==> config.mk <==
export PLATFORM = sky130hd
export DESIGN_NAME = rrs_merge
export DESIGN_NICKNAME = d
export VERILOG_FILES = /design/src/rtl/rrs_pkg.sv /design/src/rtl/rrs_merge.sv
export SDC_FILE = /design/constraint.sdc
export NUM_CORES = 1
export LEC_CHECK = 0
export ABC_AREA = 1
export BUFFER_PORTS_ARGS = -buffer_cell sky130_fd_sc_hd__buf_2
export CAP_MARGIN = 20
export CORE_MARGIN = 3
export CORE_UTILIZATION = 25
export DETAILED_ROUTE_END_ITERATION = 6
export PLACE_DENSITY_LB_ADDON = 0.25
export SYNTH_ARGS = -nofsm -noshare
export SYNTH_HDL_FRONTEND = slang
export SYNTH_SLANG_ARGS = --single-unit
==> constraint.sdc <==
create_clock -name aclk -period 5.15 [get_ports aclk]
set_clock_uncertainty 0.05 [all_clocks]
set_input_delay 0.2575 -clock aclk [delete_from_list [all_inputs] [get_ports aclk]]
set_output_delay 0.2575 -clock aclk [all_outputs]
set_load 0.05 [all_outputs]
==> src/rtl/rrs_pkg.sv <==
// Shared types and constants for the rectangle rational scaler.
package rrs_pkg;

    localparam int COORD_BITS_DEF = 32;
    localparam int IN_W           = 32;
    localparam int SCALE_W        = 32;
    localparam int MAG_W          = IN_W + 1;
    localparam int PROD_W         = MAG_W + SCALE_W;
    localparam int QW             = 34;
    localparam int REM_W          = SCALE_W;
    localparam int RES_W          = QW + 2;
    localparam int LANE_ST        = QW + 3;
    localparam int NST            = LANE_ST + 1;
    localparam int DATA_W         = 128;
    localparam int SIZE_W         = 31;
    localparam int N_LANES        = 4;

    typedef enum logic {
        REG_NUM = 1'b0,
        REG_DEN = 1'b1
    } reg_idx_t;

    typedef struct packed {
        logic signed [RES_W-1:0] res;
        logic                    ovf;
    } lane_out_t;

endpackage

==> src/rtl/rrs_merge.sv <==
// Combines the four lane edges into width/height, range checks and the result register.
module rrs_merge #(
    parameter int COORD_BITS = rrs_pkg::COORD_BITS_DEF
) (
    input  logic                        aclk,
    input  logic                        en,
    input  logic                        bad,
    input  rrs_pkg::lane_out_t          left,
    input  rrs_pkg::lane_out_t          top,
    input  rrs_pkg::lane_out_t          right,
    input  rrs_pkg::lane_out_t          bottom,
    output logic [rrs_pkg::DATA_W-1:0]  result
);
    import rrs_pkg::*;

    localparam logic signed [RES_W:0] CMAX = (RES_W+1)'((64'sd1 <<< (COORD_BITS-1)) - 1);
    localparam logic signed [RES_W:0] CMIN = -CMAX - 1;

    logic signed [RES_W:0] l_e, t_e, r_e, b_e, wd, ht;
    logic                  ok;
    logic [DATA_W-1:0]     result_reg;

    assign l_e = (RES_W+1)'(left.res);
    assign t_e = (RES_W+1)'(top.res);
    assign r_e = (RES_W+1)'(right.res);
    assign b_e = (RES_W+1)'(bottom.res);
    assign wd  = r_e - l_e;
    assign ht  = b_e - t_e;

    assign ok = !bad && !left.ovf && !top.ovf && !right.ovf && !bottom.ovf
             && l_e >= CMIN && l_e <= CMAX && t_e >= CMIN && t_e <= CMAX
             && wd >= 0 && wd <= CMAX && ht >= 0 && ht <= CMAX;

    always_ff @(posedge aclk) begin
        if (en) begin
            if (ok) begin
                result_reg <= {1'b0, ht[SIZE_W-1:0], wd[SIZE_W-1:0],
                               t_e[IN_W-1:0], l_e[IN_W-1:0], 1'b1};
            end else begin
                result_reg <= '0;
            end
        end
    end

    assign result = result_reg;

endmodule

==> run summary <==
The capturing instance or port of the critical path was result[112]$_SDFFCE_PN0P_. Count of distinct cell types in the synthesized netlist: 41. Among all flip-flop cells after synthesis, the most frequent one is sky130_fd_sc_hd__edfxtp_1. The logs give 8880 for the via count of the first global-routing pass and 3330 ps for the endpoint arrival time on the critical path. The run gives 0 as the number of max-cap violations. 279 I/O pins were placed.

Core region area: 0.0388 mm2. The routed design has 31.4 mm of wire. The flip-flop and latch count after synthesis was 127. The final count of hold timing violations is 0, and the leakage dissipation is 5.98 nW.

In this run the number of H-tree levels came out at 4. The floorplan step defined a die boundary enclosing 0.0419 mm2. For this run, design rule violations remaining after detail routing come to 0. For the fraction of met1 tracks used by global routing, the log shows 19.1%.

The critical path starts at bottom[1]. The worst ir drop on vdd is 0.000241 V. The total power consumption of the routed design is 3.51 mW, and the met3 global-route usage is 4.54%.

The critical path in this run is classified as input port to flip-flop. Entering global routing, the biggest net connects 75 pins. In this run the post-CTS setup repair buffer count came out at 0. The worst hold path belongs to the class input port to flip-flop.

The cell that appears most often on the critical path is sky130_fd_sc_hd__nand3_1. The tools report the clock root buffer as sky130_fd_sc_hd__clkbuf_16. After synthesis, flip-flops and latches occupy 38.7% of the total area.

The global routing stage identified its most utilized layer as met2. The kind of end point of the critical path was a flip-flop. The power density over the cells is 282 mW/mm2, and the share of the clock period used by the worst path after layout is 62.1%. The run gives 12 as the initial antenna violation count. For this design, the slowest cell found on the critical path is sky130_fd_sc_hd__fa_1.

Count of hold buffers inserted by post-cts repair: 0. The initial utilization of the core area, before any placement, comes to 25.4%. In the routed layout, each cell is associated on average with a via count of 4.30. The tools report the number of failing setup endpoints in the final timing report as 0.

For this run, the number of Yosys warnings is 0. From synthesis to final layout, the design area changed by 26.2%. Clock-pin transition on the worst setup and hold timing paths: 70 ps. Static timing analysis puts the maximum clock frequency at 313 MHz. From left edge to right edge, the die measures 205 um.

The count of input and output buffers came out at 277. Counting every net in the synthesized netlist gives 1481. The flow ran to the end, and the final reports show no timing, DRC or antenna violations. At the end of the flow, the number of nets in the layout was 1765. The most common cell in the synthesized netlist is sky130_fd_sc_hd__nand2_1. For this run, global-route usage on met2 was measured as 24.3%. The post-synthesis average cell area is 7.85 um2, and the TritonCTS sink count is 127.

Ranked by total cell area, the synthesized netlist is headed by sky130_fd_sc_hd__edfxtp_1 39%, sky130_fd_sc_hd__nand2_1 11%, sky130_fd_sc_hd__ha_1 9.1%. The detailed-placement wirelength estimate was 25.9 mm. Traced cell by cell, the critical path runs through buf_2 > inv_1 > ha_1 > inv_1 > fa_1 > nand3_1 > nand3_1 > nand2_1 > nand3_1 > nand2_1 > nand2_1 > nand3_1 > nand3_1 > xor2_1 > nor2_1 > nand4_1 > buf_12 > nor2_1.

In this run the remaining antenna-violating nets after routing total 0. The transition time of the tightest slew-check pin works out to 757 ps. Yosys mapped a number of flops with a built-in enable equal to 127. The proportion of layout cells with a drive suffix above 1 was 25.3%. STA classifies the critical path startpoint as an input port.

In this run the worst path has a maximum fanout of 74. The logs give 48.0 mm for the wire length of the first global-routing pass and 0 for the final max-slew violation count. Setup repair after global routing left no endpoint under its margin. In the final timing run, aggregate negative setup slack is 0 ps. Summed over all instances, the cell type with the most area after synthesis is sky130_fd_sc_hd__edfxtp_1. The share of synthesized area in the top cell type comes to 38.7%.

The vias after detailed routing is 8923. Sorting the synthesized cells by how often they occur yields 299 x sky130_fd_sc_hd__nand2_1, 196 x sky130_fd_sc_hd__nor2_1, 194 x sky130_fd_sc_hd__inv_1. TritonCTS created 17 clock buffers. The number of gates resized after CTS was 0. For this run, the slowest stage of the critical path takes 480 ps. The number of DRC violations after detailed-routing iteration 0 came out at 503. The time the worst path needs with I/O delays and setup came out at 3200 ps. For this run the aggregate overflow at the end of global routing stands at 0.

Counting along the longest clock path gives a buffer depth of 2. The flip-flop count of the largest register after layout was 127; the gate count after technology mapping was 1256. Of all flip-flops after synthesis, the portion carrying an async set or reset was 0%. Global routing used 15.0% of the available tracks across all layers. The worst pin sits at a relative slew slack of 49.5%. In this run the cell area of the synthesized design comes to 0.00986 mm2.

For the number of search-and-repair iterations in the first detailed-routing pass, the log shows 5. TritonCTS built the clock tree. The run gives 72 as the number of placement rows. The die is 205 um tall.

The congestion estimate from routability-driven global placement came to 0.879. Data on the critical path is required at its endpoint by 5280 ps. Wire length per cell: 15.1 um.
==> metal layers <==
layer / vias to the layer above / wire length [um]
met5: - / 98
met4: 16 / 527
met3: 43 / 2130
met2: 265 / 14500
met1: 3996 / 14100
li1: 4603 / -
==> where the power goes <==
group	switching, mW	internal (mW)	total [mW]
registers	0.0165	1.19	1.20
logic	0.709	0.312	1.02
clock network	0.521	0.767	1.29
total	1.25	2.27	3.51
==> how the worst min path moves through the flow <==
| stage | start | endpoint | slack, ps | depth (start not counted) |
|---|---|---|---|---|
| 6_report | top[23] | result[55]$_SDFFCE_PN0P_ | 70 | 3 |
| 5_1_grt | top[20] | result[52]$_SDFFCE_PN0P_ | 60 | 3 |
| 4_1_cts | top[22] | result[54]$_SDFFCE_PN0P_ | 30 | 3 |
| 3_5_place_dp | left[28] | result[28]$_SDFFCE_PN0P_ | 540 | 3 |
| 3_3_place_gp | top[20] | result[52]$_SDFFCE_PN0P_ | 520 | 3 |
| 2_1_floorplan | en | result[0]$_DFFE_PP_ | 320 | 0 |
==> layout by cell type (no fill, tap or decap), types with 3 or more instances in the layout <==
| master | instances |
|---|---|
| sky130_fd_sc_hd__a21o_1 | 11 |
| sky130_fd_sc_hd__a21oi_1 | 78 |
| sky130_fd_sc_hd__inv_1 | 194 |
| sky130_fd_sc_hd__nor2_2 | 14 |
| sky130_fd_sc_hd__ha_1 | 72 |
| sky130_fd_sc_hd__nand3_1 | 39 |
| sky130_fd_sc_hd__xor2_1 | 18 |
| sky130_fd_sc_hd__nor3_1 | 20 |
| sky130_fd_sc_hd__o21bai_1 | 8 |
| sky130_fd_sc_hd__o21ai_0 | 24 |
| sky130_fd_sc_hd__xnor2_1 | 42 |
| sky130_fd_sc_hd__a41oi_1 | 4 |
| sky130_fd_sc_hd__nand4_1 | 5 |
| sky130_fd_sc_hd__nor2_1 | 196 |
| sky130_fd_sc_hd__inv_2 | 7 |
| sky130_fd_sc_hd__edfxtp_1 | 127 |
| sky130_fd_sc_hd__nand3b_1 | 5 |
| sky130_fd_sc_hd__nand2_2 | 18 |
| sky130_fd_sc_hd__buf_2 | 276 |
| sky130_fd_sc_hd__a21oi_2 | 3 |
| sky130_fd_sc_hd__nand2_1 | 299 |
| sky130_fd_sc_hd__bufinv_16 | 3 |
| sky130_fd_sc_hd__inv_6 | 5 |
| sky130_fd_sc_hd__nand3_2 | 4 |
| sky130_fd_sc_hd__clkbuf_16 | 17 |
| sky130_fd_sc_hd__nor2_4 | 29 |
| sky130_fd_sc_hd__nor3_2 | 4 |
| sky130_fd_sc_hd__clkinv_4 | 3 |
| sky130_fd_sc_hd__diode_2 | 5 |
==> logic make-up (layout without fill, tap and decap cells) <==
kind of cell	Yosys count	in the layout	share of synthesized area, %
compound gates	139	139	8.24
xor+xnor	60	60	5.33
fa+ha+maj	74	74	9.54
simple gates	639	639	29.2
other cells	1	6	0.0380
buf+inv	216	513	8.99
flops	127	127	38.7
==> stage by stage <==
| stage | std cells | setup slack (ps) | cell area, um2 | hold WS (ps) | util, % |
|---|---|---|---|---|---|
| 2_1_floorplan | 1256 | 2360 | 9860 | 320 | - |
| 3_3_place_gp | 2039 | 1630 | 11800 | 522 | 30.4 |
| 3_5_place_dp | 2039 | 1520 | 11800 | 538 | 30.4 |
| 4_1_cts | 2071 | 2000 | 12400 | 31.2 | 32.0 |
| 5_1_grt | 2074 | 1690 | 12400 | 64.2 | 32.0 |
| 6_report | 2076 | 1950 | 12400 | 68.8 | 32.0 |
==> cell type report <==
| class | count | area (um2) |
|---|---|---|
| Antenna cell | 5 | 12.5 |
| Inverter | 201 | 754 |
| Fill cell | 4225 | 26400 |
| Clock buffer | 17 | 425 |
| Multi-Input combinational cell | 913 | 5160 |
| Tap cell | 518 | 648 |
| Timing Repair Buffer | 280 | 1440 |
| Sequential cell | 127 | 3810 |
| Clock inverter | 15 | 184 |
==> critical path: cells and delay by family <==
| kind | cells | cell delay, ps |
|---|---|---|
| xor gates and xnor gates | 1 | 260 |
| adders and majority gates | 2 | 730 |
| buffers and inverters | 4 | 650 |
| and+or+nand+nor | 11 | 1340 |
Note: power is estimated with default switching activity, not from simulation.
